--- config.mk ---
export PLATFORM = sky130hd
export DESIGN_NAME = length_prefixed_frame_parser_unit
export DESIGN_NICKNAME = d
export VERILOG_FILES = /design/src/rtl/core/lpfp_pkg.sv /design/src/rtl/core/length_prefixed_frame_parser_unit.sv /design/src/rtl/core/lpfp_parser.sv
export SDC_FILE = /design/constraint.sdc
export NUM_CORES = 1
export LEC_CHECK = 0
export ABC_AREA = 1
export BUFFER_PORTS_ARGS = -buffer_cell sky130_fd_sc_hd__clkbuf_2
export CAP_MARGIN = 20
export CORE_MARGIN = 8
export CORE_UTILIZATION = 63
export CTS_CLUSTER_SIZE = 28
export DETAILED_ROUTE_END_ITERATION = 6
export PLACE_DENSITY = 0.85
export SLEW_MARGIN = 20
export SYNTH_ARGS = -nofsm -noshare
export SYNTH_HDL_FRONTEND = slang
export SYNTH_SLANG_ARGS = --single-unit
--- constraint.sdc ---
create_clock -name clk -period 5.1 [get_ports clk]
set_input_delay 0.51 -clock clk [delete_from_list [all_inputs] [get_ports clk]]
set_output_delay 0.51 -clock clk [all_outputs]
set_load 0.05 [all_outputs]
--- src/rtl/core/lpfp_pkg.sv ---
// Shared codes and result record for the length-prefixed frame parser.
package lpfp_pkg;

  localparam int unsigned HEADER_BYTES = 4;
  localparam int unsigned HDR_IDX_W    = $clog2(HEADER_BYTES);

  localparam logic [1:0] KIND_PAYLOAD = 2'd0;
  localparam logic [1:0] KIND_EMPTY   = 2'd1;
  localparam logic [1:0] KIND_ERROR   = 2'd2;

  localparam logic [1:0] ERR_NONE     = 2'd0;
  localparam logic [1:0] ERR_VERSION  = 2'd1;
  localparam logic [1:0] ERR_LENGTH   = 2'd2;

  localparam logic CFG_EXPECTED_VERSION = 1'b0;
  localparam logic CFG_MAX_PAYLOAD      = 1'b1;

  localparam logic [7:0]  VERSION_RESET     = 8'd1;
  localparam logic [15:0] MAX_PAYLOAD_RESET = 16'd1024;

  typedef struct packed {
    logic        valid;
    logic [1:0]  kind;
    logic [1:0]  error_code;
    logic [7:0]  frame_type;
    logic [15:0] frame_length;
    logic [7:0]  payload_byte;
    logic        last;
  } result_t;

endpackage

--- src/rtl/core/length_prefixed_frame_parser_unit.sv ---
// Top level of the length-prefixed frame parser.
//
// Usage: one received byte enters per item on the input channel (in_valid,
// in_stall, rx_byte). Frames are a version byte, a type byte and a big-endian
// 16-bit length, then the payload. Each payload byte leaves as one result item
// tagged with type and length, last set on the final byte. A zero-length frame
// gives one empty-frame item; a bad version or oversize length gives one error
// item, after which all bytes are dropped until reset.
// An accepted byte is held in the input register; its result (if any) goes to
// the output register once the output can take it. Throughput is one byte per
// cycle while out_stall does not hold the output, set by the single decode
// step between the input and output registers. Configuration (cfg_write,
// cfg_index, cfg_data) is for the user to write while idle; the block does
// not enforce it. Index 0 is the expected version, index 1 the maximum payload
// length. Reset (rst, synchronous) empties both registers, restores the
// register defaults (version 1, maximum 1024) and returns the parser to the
// header. When out_stall holds a result, an empty input register still takes
// one item; once it holds an item waiting for the output, in_stall is raised.
module length_prefixed_frame_parser_unit (
  input  logic        clk,
  input  logic        rst,
  input  logic        in_valid,
  output logic        in_stall,
  input  logic [7:0]  rx_byte,
  output logic        out_valid,
  input  logic        out_stall,
  output logic [1:0]  kind,
  output logic [1:0]  error_code,
  output logic [7:0]  frame_type,
  output logic [15:0] frame_length,
  output logic [7:0]  payload_byte,
  output logic        last,
  input  logic        cfg_write,
  input  logic        cfg_index,
  input  logic [15:0] cfg_data
);

  logic              in_held;
  logic [7:0]        byte_q;
  logic [7:0]        expected_version;
  logic [15:0]       max_payload;
  logic              out_ready;
  logic              step;
  lpfp_pkg::result_t result;

  assign out_ready = !out_valid || !out_stall;
  assign in_stall  = in_held && !out_ready;
  assign step      = in_held && out_ready;

  always_ff @(posedge clk) begin
    if (rst) begin
      expected_version <= lpfp_pkg::VERSION_RESET;
      max_payload      <= lpfp_pkg::MAX_PAYLOAD_RESET;
    end else if (cfg_write) begin
      case (cfg_index)
        lpfp_pkg::CFG_EXPECTED_VERSION: expected_version <= cfg_data[7:0];
        lpfp_pkg::CFG_MAX_PAYLOAD:      max_payload      <= cfg_data;
        default: ;
      endcase
    end
  end

  // input register
  always_ff @(posedge clk) begin
    if (rst) begin
      in_held <= 1'b0;
    end else if (!in_stall) begin
      in_held <= in_valid;
    end
  end

  always_ff @(posedge clk) begin
    if (!in_stall) begin
      byte_q <= rx_byte;
    end
  end

  lpfp_parser u_parser (
    .clk              (clk),
    .rst              (rst),
    .step             (step),
    .rx_byte          (byte_q),
    .expected_version (expected_version),
    .max_payload      (max_payload),
    .result           (result)
  );

  // output register
  always_ff @(posedge clk) begin
    if (rst) begin
      out_valid <= 1'b0;
    end else if (out_ready) begin
      out_valid <= step && result.valid;
    end
  end

  always_ff @(posedge clk) begin
    if (out_ready) begin
      kind         <= result.kind;
      error_code   <= result.error_code;
      frame_type   <= result.frame_type;
      frame_length <= result.frame_length;
      payload_byte <= result.payload_byte;
      last         <= result.last;
    end
  end

endmodule

--- src/rtl/core/lpfp_parser.sv ---
// Frame parser state and the per-byte result decode.
module lpfp_parser (
  input  logic                clk,
  input  logic                rst,
  input  logic                step,
  input  logic [7:0]          rx_byte,
  input  logic [7:0]          expected_version,
  input  logic [15:0]         max_payload,
  output lpfp_pkg::result_t   result
);

  typedef enum logic [1:0] {
    PH_HEADER  = 2'd0,
    PH_PAYLOAD = 2'd1,
    PH_DROP    = 2'd2
  } phase_t;

  localparam logic [lpfp_pkg::HDR_IDX_W-1:0] HDR_LAST =
    lpfp_pkg::HDR_IDX_W'(lpfp_pkg::HEADER_BYTES - 1);

  phase_t                          phase, phase_next;
  logic [lpfp_pkg::HDR_IDX_W-1:0]  header_index, header_index_next;
  logic [7:0]                      version_seen, version_seen_next;
  logic [7:0]                      type_seen, type_seen_next;
  logic [7:0]                      length_high, length_high_next;
  logic [15:0]                     payload_length, payload_length_next;
  logic [15:0]                     bytes_left, bytes_left_next;
  logic [15:0]                     hdr_length;

  assign hdr_length = {length_high, rx_byte};

  always_comb begin
    phase_next          = phase;
    header_index_next   = header_index;
    version_seen_next   = version_seen;
    type_seen_next      = type_seen;
    length_high_next    = length_high;
    payload_length_next = payload_length;
    bytes_left_next     = bytes_left;
    result              = '0;
    result.frame_type   = type_seen;
    result.frame_length = payload_length;

    case (phase)
      PH_HEADER: begin
        if (header_index == HDR_LAST) begin
          payload_length_next = hdr_length;
          header_index_next   = '0;
          result.valid        = 1'b1;
          result.frame_length = hdr_length;
          if (version_seen != expected_version) begin
            phase_next        = PH_DROP;
            result.kind       = lpfp_pkg::KIND_ERROR;
            result.error_code = lpfp_pkg::ERR_VERSION;
          end else if (hdr_length > max_payload) begin
            phase_next        = PH_DROP;
            result.kind       = lpfp_pkg::KIND_ERROR;
            result.error_code = lpfp_pkg::ERR_LENGTH;
          end else if (hdr_length == 16'd0) begin
            result.kind       = lpfp_pkg::KIND_EMPTY;
            result.last       = 1'b1;
          end else begin
            result.valid      = 1'b0;
            bytes_left_next   = hdr_length;
            phase_next        = PH_PAYLOAD;
          end
        end else begin
          header_index_next = header_index + 1'b1;
          case (header_index)
            2'd0:    version_seen_next = rx_byte;
            2'd1:    type_seen_next    = rx_byte;
            default: length_high_next  = rx_byte;
          endcase
        end
      end
      PH_PAYLOAD: begin
        result.valid        = 1'b1;
        result.kind         = lpfp_pkg::KIND_PAYLOAD;
        result.payload_byte = rx_byte;
        result.last         = (bytes_left <= 16'd1);
        if (bytes_left <= 16'd1) begin
          bytes_left_next = '0;
          phase_next      = PH_HEADER;
        end else begin
          bytes_left_next = bytes_left - 16'd1;
        end
      end
      default: begin
        // drop everything until reset
      end
    endcase
  end

  always_ff @(posedge clk) begin
    if (rst) begin
      phase          <= PH_HEADER;
      header_index   <= '0;
      version_seen   <= '0;
      type_seen      <= '0;
      length_high    <= '0;
      payload_length <= '0;
      bytes_left     <= '0;
    end else if (step) begin
      phase          <= phase_next;
      header_index   <= header_index_next;
      version_seen   <= version_seen_next;
      type_seen      <= type_seen_next;
      length_high    <= length_high_next;
      payload_length <= payload_length_next;
      bytes_left     <= bytes_left_next;
    end
  end

endmodule

==> metrics.txt, run 1 <==
Critical Path Max Stage Delay 0.37 ns; share of cells above drive strength 1 0.160; final setup skew 0.0104 ns; r2r endpoint u_parser.bytes_left[2]; Max Cap Violations 0; Initial Util 0.641; ranking of synthesized cells by area dfxtp_1 (29%), edfxtp_1 (23%), o21ai_0 (7.3%); Min Hold Slack 0.164 ns; Post-synth ARST share 0; ordered cell list for the critical path inv_1 -> ha_1 -> inv_1 -> nand2_1 -> nand2_1 -> nand2_1 -> nand2_1 -> nand2_1 -> nand2_1 -> nand2_1 -> nand2_1 -> nand2_1 -> nand3_2 -> nand2_4 -> nand2_4 -> nand2_1 -> a21oi_1; syn_nets approximately 740; number of flops mapped to enable cells by yosys 45; Congestion Overflow GR 0; min-delay src rx_byte[7]; Ports 69; worst path required time roughly 5.5 ns; Setup CP Type reg -> reg; CP Buf/Inv Count 2; Layout Utilization 0.743; Area Growth Syn to Fin 15.9%; Leakage Power 3.21 nW; number of setup violations in the final report 0; hold buffers post-CTS 0; Multi-input gate area about 2300 µm²; Post-CTS Resized 0; worst slew pin tran 1.00 ns; Num CTS Buffers 17; vias in the first global route 4919; Crit. End Element register; Crit Path Max Fanout 23; CTS Root Cell clkbuf_8; Critical Path AT 2.83 ns; total track usage 0.231; Final GP Congestion 0.953; antenna cells 0; PortBufs 68; final wirelength 14600 µm; Top FF cell, synth dfxtp_1; hold crit path type in -> reg; Seq cells post-synth 131; filler cell count 650; period utilization 0.483; row cnt 35; CTS max path bufs 2; f_max 0.406 GHz; DRC 0; Startpoint Class register; beginning of the worst register-to-register path byte_q[0]; fin crit period 2.47 ns; Power Dens Cells between 300 and 400 nW/µm²; Die W between 100 and 150 µm; family with the most delay on the worst path simple AND/OR/NAND/NOR gates; Hold Path Sink byte_q[7]; CP dominant cell by count nand2_1; cells on worst reg2reg path 17; ANT nets after route 0; area leader, netlist dfxtp_1; Setup TNS Final 0 ns; drt first pass iters 5; HPWL after DPL around 9600 µm; Die ar. between 10000 and 15000 µm²; status completed; Cells after Synth 687; height of the die roughly 110 µm; r2r setup slk 2.63 ns; WL/cell ~17 µm; CORE AREA 9150 µm²; Synth top area share 0.293; CTS tree done; first-pass GRT wire length 23500 µm; CTS clk-pin slew, worst paths about 0.06 ns; initial antenna violation count 0; max-slew violations 0; total power 0.00256 W; synth unique cells 36; Syn Area/Cell about 8.5 µm²; Clock Latency Late Sink 0.52 ns; post-synthesis sequential area ratio 0.524; worst vdd ir 267 µV; RSZ-0062 raised after global routing false; yosys warns 0; htree depth 4; post-CTS setup buffer count 0; synthesized area 5870 µm²; Register Area 3070 µm²; largest net degree at the start of global routing 58; Crit-path slowest cell edfxtp_1; via count 4978; final hold violations 0; CTS sink cnt ~130; vias per cell 5.70; worst hold stages 1; slew margin rel. 0.330; Final #Nets approximately 800; DRT iter0 DRCs 566
## report_power, final
group	leakage, nW	internal [W]	switching (W)
clock	0.277	0.000701	0.000474
combinational	1.70	0.0000694	0.000166
sequential	1.24	0.00113	0.0000245
## synth_stat cells (all sizes together), types with 6 or more instances
cell type / instances
nor3: 6
o22ai: 14
nand4: 7
xnor2: 7
xor2: 10
o21ai: 86
nand3: 24
edfxtp: 45
buf: 9
nor2: 106
nand2: 86
a21oi: 61
dfxtp: 86
clkbuf: 18
inv: 87
ha: 22
## worst max-delay path by stage
stage / from / endpoint / slack [ns] / cells past startpoint
after floorplan: out_valid / byte_q[0] / 1.97 / 3
after global placement: out_stall / u_parser.version_seen[1] / 2.64 / 8
after detailed placement: out_stall / u_parser.version_seen[0] / 2.54 / 8
after CTS: byte_q[0] / u_parser.bytes_left[13] / 2.67 / 18
after global routing: byte_q[0] / u_parser.bytes_left[13] / 2.49 / 18
final: byte_q[0] / u_parser.bytes_left[2] / 2.63 / 17
## cells by family after synthesis
group	count (synthesis)	synth area share
AO/OA/AOI/OAI	168	0.149
XOR/XNOR	17	0.0266
adder cells (fa/ha/maj)	22	0.0469
buffers and inverters	115	0.0787
flip-flops	131	0.524
AND/OR/NAND/NOR	234	0.175
## metal layers
metal,up-vias,global-route usage,routed length (µm)
li1,2400,-,-
met2,230,0.403,7190
met4,0,0.104,344
met5,-,0,0
met3,34,0.0558,1120
met1,2314,0.262,5900
## flip-flops by register name, summed over array words and instances, names as in the netlist, 2 cells and up
register / cells
byte_q: 8
error_code: 2
expected_version: 8
frame_length: 16
frame_type: 8
kind: 2
max_payload: 16
payload_byte: 8
u_parser.bytes_left: 16
u_parser.header_index: 2
u_parser.length_high: 8
u_parser.payload_length: 16
u_parser.phase: 2
u_parser.type_seen: 8
u_parser.version_seen: 8
## final cells by class
cell class | instances | share of cell area
Timing Repair Buffer | 70 | 0.0522
Sequential cell | 131 | 0.452
Clock buffer | 18 | 0.0614
Multi-Input combinational cell | 441 | 0.343
Inverter | 88 | 0.0485
Clock inverter | 14 | 0.0226
Tap cell | 111 | 0.0204
## through the flow
stage	cells	instance area [µm²]	setup WS, ns
2_1_floorplan	687	5870	1.97
6_report	873	6800	2.63
3_5_place_dp	841	6230	2.54
4_1_cts	873	6800	2.67
3_3_place_gp	841	6230	2.64
5_1_grt	873	6800	2.49
## cells in the final DEF (no fill, tap or decap), types with 2 or more instances in the layout
cell type,n
nor3_2,2
edfxtp_1,45
inv_1,85
clkbuf_2,68
nand2_4,2
nor2_1,101
o211ai_1,2
nor4_1,2
clkinv_2,3
bufinv_16,2
o22ai_1,14
inv_6,2
nor3_1,2
buf_4,2
ha_1,22
clkbuf_16,16
xnor2_1,6
clkinvlp_4,2
nand2_2,4
nor2_2,5
nand3_1,22
nand3_2,2
a21oi_1,61
inv_2,2
nand2_1,80
dfxtp_1,86
nand4_1,7
xor2_1,10
clkinv_4,4
nor3_4,2
o21ai_0,86
No activity file was read; power rests on OpenSTA's default activity.
==> run 2: changes to the inputs <==
- CORE_UTILIZATION: 63 -> 52
- PLACE_DENSITY: 0.85 -> 0.75
- clock period: 5.1 -> 2 ns (I/O delays scaled with it)
==> run 2 against run 1 <==
- register-to-register slack got worse by 2.6 ns
- via count grew 2.4%
- count of clock-buffer cells in the layout unchanged
- fmax grew 25%
- flip-flop and latch count unchanged
- cell count increased by 8.9%
- combinational power rose to 3.1 times the previous value
- clock skew shrank 0.0012 ns
- design area increased by 11%
- non-clock buffer count rose by 44
- critical endpoint is now u_parser.bytes_left[3]
==> metrics.txt, run 2 (synthesis gave the netlist of run 1 again) <==
status completed; DRC 0; CP Buf/Inv Count 2; CTS clk-pin slew, worst paths ~0.06 ns; Initial Util 0.523; share of cells above drive strength 1 0.249; Crit Path Max Fanout 5; RSZ-0062 raised after global routing true; ANT nets after route 0; final std cells w/o fill 951; largest net degree at the start of global routing between 50 and 60; period utilization 0.988; DP Area 6460 µm²; HPWL after DPL between 10000 and 15000 µm; slew margin rel. 0.468; family with the most delay on the worst path simple AND/OR/NAND/NOR gates; final setup skew 0.00914 ns; CTS max path bufs 2; Hold Path Sink expected_version[0]; worst path required time 2.35 ns; Critical Path Max Stage Delay 0.44 ns; worst hold stages 3; DRT iter0 DRCs approximately 560; Ports 69; r2r endpoint u_parser.bytes_left[3]; max-slew violations 0; Setup TNS Final 0 ns; total track usage 0.208; Die W 122 µm; Num CTS Buffers 17; PortBufs 68; first-pass GRT wire length around 24000 µm; via count 5098; hold crit path type in -> reg; CTS tree done; f_max 0.506 GHz; Area Growth Syn to Fin 28.2%; CTS Root Cell clkbuf_16; placed insts 896; commonest non-fill, non-tap cell in the layout nor2_1; row cnt 39; antenna cells 0; beginning of the worst register-to-register path byte_q[3]; height of the die around 120 µm; Critical Path AT 2.32 ns; min-delay src cfg_data[0]; ordered cell list for the critical path ha_4 -> nand2_4 -> inv_2 -> nand2_1 -> nand2_1 -> nand2_1 -> nand2_1 -> nand2_1 -> nand2_1 -> nand2_2 -> nand3_4 -> nand2_8 -> buf_6 -> nand3_2 -> a21oi_2; WL/cell 16.3 µm; CORE AREA approximately 11000 µm²; Layout Utilization 0.670; htree depth 4; Crit-path slowest cell edfxtp_1; Final GP Congestion 0.892; Final #Nets 847; Crit. End Element register; cells on worst reg2reg path 15; worst setup margin 0.0241 ns; Startpoint Class register; drt first pass iters 5; vias in the first global route 4905; Congestion Overflow GR 0; Max Cap Violations 0; worst vdd ir 496 µV; final wirelength 15500 µm; number of setup violations in the final report 0; Setup CP Type reg -> reg; fin crit period 1.98 ns; r2r setup slk 0.02 ns; Die ar. 14900 µm²; Clock Latency Late Sink 0.42 ns; Leakage Power 3.46 nW; worst slew pin tran about 0.8 ns; most frequent cells in the layout nor2_1 (96), o21ai_0 (85), dfxtp_1 (85); worst slack, placed -0.0820 ns; CP dominant cell by count nand2_1; final hold violations 0; Power Dens Cells around 900 nW/µm²; initial antenna violation count 0; final non-filler cell area 7520 µm²; vias per cell between 5 and 6; CTS sink cnt 131
==> run 2: repair_timing <==
| action | CTS | global route |
|---|---|---|
| cloned | 0 | 3 |
| endpoints found under the setup margin | 17 | 21 |
| pin swaps | 2 | 24 |
| gates resized for setup | 4 | 47 |
| hold endpoints to repair | 10 | 0 |
| setup buffers | 5 | 5 |
| hold buffers | 10 | 0 |
==> run 2: per-stage QoR <==
| step | total power (W) | hold slack, ns |
|---|---|---|
| 4_1_cts | 0.00682 | 0.0275 |
| 3_3_place_gp | 0.00357 | 0.378 |
| 2_1_floorplan | 0.00341 | 0.299 |
| 6_report | 0.00687 | 0.0350 |
| 3_5_place_dp | 0.00360 | 0.380 |
| 5_1_grt | 0.00711 | 0.0509 |
==> run 2: worst max path at each step <==
stage                          from                       to  slack, ns  cells past startpoint
after floorplan           out_valid    u_parser.type_seen[5]       0.03                      9
after global placement    byte_q[7]  u_parser.bytes_left[10]       0.04                     12
after detailed placement  byte_q[7]  u_parser.bytes_left[11]      -0.08                     12
after CTS                 byte_q[7]   u_parser.bytes_left[3]       0.01                     12
after global routing      byte_q[5]                     last      -0.07                     12
final                     byte_q[3]   u_parser.bytes_left[3]       0.02                     15
==> run 2: routing by layer <==
layer	GRT usage	routed length [µm]	up-vias
met5	0	0	-
met4	0.0982	539	0
met3	0.0534	1060	50
met2	0.351	7620	185
met1	0.244	6270	2363
li1	-	-	2500
==> run 2: final cells by class <==
type	count	area (µm²)
clock inverter	14	176
tap	143	179
timing repair buffer	114	718
sequential	131	3070
fill	883	3700
clock buffer	18	439
multi-input combinational	443	2610
inverter	88	330
==> run 2: worst min-delay path: stages <==
cell	delay, ns
clkbuf_2	0.10
nand2_1	0.06
o211ai_1	0.06
==> run 2: power breakdown <==
part | leakage (nW) | switching (W) | internal (W)
sequential | 1.24 | 0.0000623 | 0.00287
clock | 0.297 | 0.00120 | 0.00200
combinational | 1.92 | 0.000476 | 0.000257
total | 3.46 | 0.00174 | 0.00513
==> run 3: changes to the inputs <==
- RECOVER_POWER: default -> 100
==> run 3 against run 2 <==
- non-clock buffer count is the same
- sequential power is essentially flat
- wire length grew 0.43%
- first-iteration DRC count grew 1.6%
- utilization shrank 0.56 points
- fmax shrank 0.21%
- hold slack gained 0.0013 ns
- total power shrank 0.14%
- global-route usage is the same
- clock power is essentially flat
- critical path type unchanged
==> metrics.txt, run 3 (synthesis gave the netlist of run 1 again) <==
CP dominant cell by count nand2_1; DRT iter0 DRCs approximately 570; Die W 122 µm; final hold violations 0; CTS tree done; Flop pwr share 0.427; most frequent cells in the layout nor2_1 (97), dfxtp_1 (86), o21ai_0 (85); filler cell count 915; PortBufs 68; worst path required time 2.35 ns; row cnt 39; Num CTS Buffers 17; hold crit path type in -> reg; Initial Util 0.523; Clock Power Share 0.467; share of cells above drive strength 1 0.197; switching power 0.00174 W; vias in the first global route 4905; via count between 5000 and 6000; Congestion Overflow GR 0; Power Dens Cells between 900 and 1000 nW/µm²; Setup CP Type reg -> reg; final non-filler cell area 7460 µm²; final setup skew between 0.009 and 0.01 ns; antenna cells 0; Startpoint Class register; number of setup violations in the final report 0; max-slew violations 0; CTS clk-pin slew, worst paths 0.06 ns; Ports about 70; Area Growth Syn to Fin 27.1%; largest net degree at the start of global routing 58; DRC 0; CTS max path bufs 2; Max Cap Violations 0; Cell Int Power 0.00512 W; Clock Latency Late Sink roughly 0.42 ns; total power between 0.006 and 0.007 W; worst slew pin tran 0.964 ns; initial antenna violation count 0; final wirelength 15600 µm; CTS Root Cell clkbuf_16; ANT nets after route 0; Sw Share 0.253; WL/cell approximately 16 µm; ordered cell list for the critical path ha_4 -> nand2_4 -> inv_2 -> nand2_1 -> nand2_1 -> nand2_1 -> nand2_1 -> nand2_1 -> nand2_1 -> nand2_2 -> nand3_4 -> nand2_8 -> buf_6 -> nand3_2 -> a21oi_2; period utilization 0.990; worst slack, placed -0.0820 ns; height of the die 122 µm; commonest non-fill, non-tap cell in the layout nor2_1; first-pass GRT wire length 24100 µm; vias per cell between 5 and 6; htree depth 4; status completed; Critical Path AT 2.33 ns; Critical Path Max Stage Delay 0.44 ns; fin crit period between 1.5 and 2 ns; f_max 0.505 GHz; slew margin rel. 0.357; Comb pwr share 0.105; Crit. End Element register; drt first pass iters 6; Min Hold Slack between 0.03 and 0.04 ns; CTS sink cnt approximately 130; Final GP Congestion roughly 0.89; RSZ-0062 raised after global routing true; Setup TNS Final 0 ns; Crit Path Max Fanout 5; family with the most delay on the worst path simple AND/OR/NAND/NOR gates; worst vdd ir a little under 500 µV; Final #Nets 847; Crit-path slowest cell edfxtp_1; worst setup margin 0.0200 ns; total track usage 0.208; DP Area about 6500 µm²; Die ar. 14900 µm²; CORE AREA 11200 µm²; CP Buf/Inv Count 2; HPWL after DPL 10300 µm; Leakage Power 3.31 nW
-- run 3: cell count changes in the layout (fill, tap and decap cells not counted), sizes merged --
cell / delta
buf: -1
clkbuf: +1
-- run 3: worst paths after layout --
kind                    startpoint                endpoint  slack [ns]  cells after the start
max reg2reg              byte_q[3]  u_parser.bytes_left[3]        0.02                     15
max                      byte_q[3]  u_parser.bytes_left[3]        0.02                     15
min                    cfg_data[0]     expected_version[0]        0.04                      3
min reg2reg  u_parser.type_seen[2]           frame_type[2]        0.43                      0
-- run 3: what timing repair did --
item / CTS / global route
pin swaps: 2 / 24
buffers inserted: 5 / 5
hold buffers: 10 / 0
gates resized for setup: 4 / 47
endpoints found under the setup margin: 17 / 21
gates cloned: 0 / 3
hold endpoints to repair: 10 / 0
-- run 3: layout make-up --
class                           count  area (µm²)  share of cell area
Sequential cell                   131        3070               0.412
Multi-Input combinational cell    443        2590               0.348
Timing Repair Buffer              114         667              0.0894
Clock buffer                       18         439              0.0589
Inverter                           88         330              0.0443
Tap cell                          143         179              0.0240
Clock inverter                     14         176              0.0236
-- run 3: worst min-delay path: stages --
cell and delay [ns]:
clkbuf_2 0.10, nand2_1 0.06, o211ai_1 0.06
-- run 3: power by group through the flow --
stage               combinational, W  sequential, W  clock (W)
floorplan                   0.000325        0.00308          0
global placement            0.000598        0.00298          0
detailed placement          0.000618        0.00299          0
CTS                         0.000653        0.00293    0.00324
global route                0.000789        0.00294    0.00337
finish                      0.000724        0.00293    0.00321
-- run 3: through the flow --
| stage | utilization | std cells |
|---|---|---|
| after floorplan | - | 687 |
| after global placement | 0.575 | 896 |
| after detailed placement | 0.575 | 896 |
| after CTS | 0.644 | 943 |
| after global routing | 0.665 | 951 |
| final | 0.665 | 951 |
-- run 3: layer usage --
layer	track usage	routed length [µm]
met5	0	0
met2	0.351	7580
met4	0.0982	524
met3	0.0534	1210
met1	0.244	6240
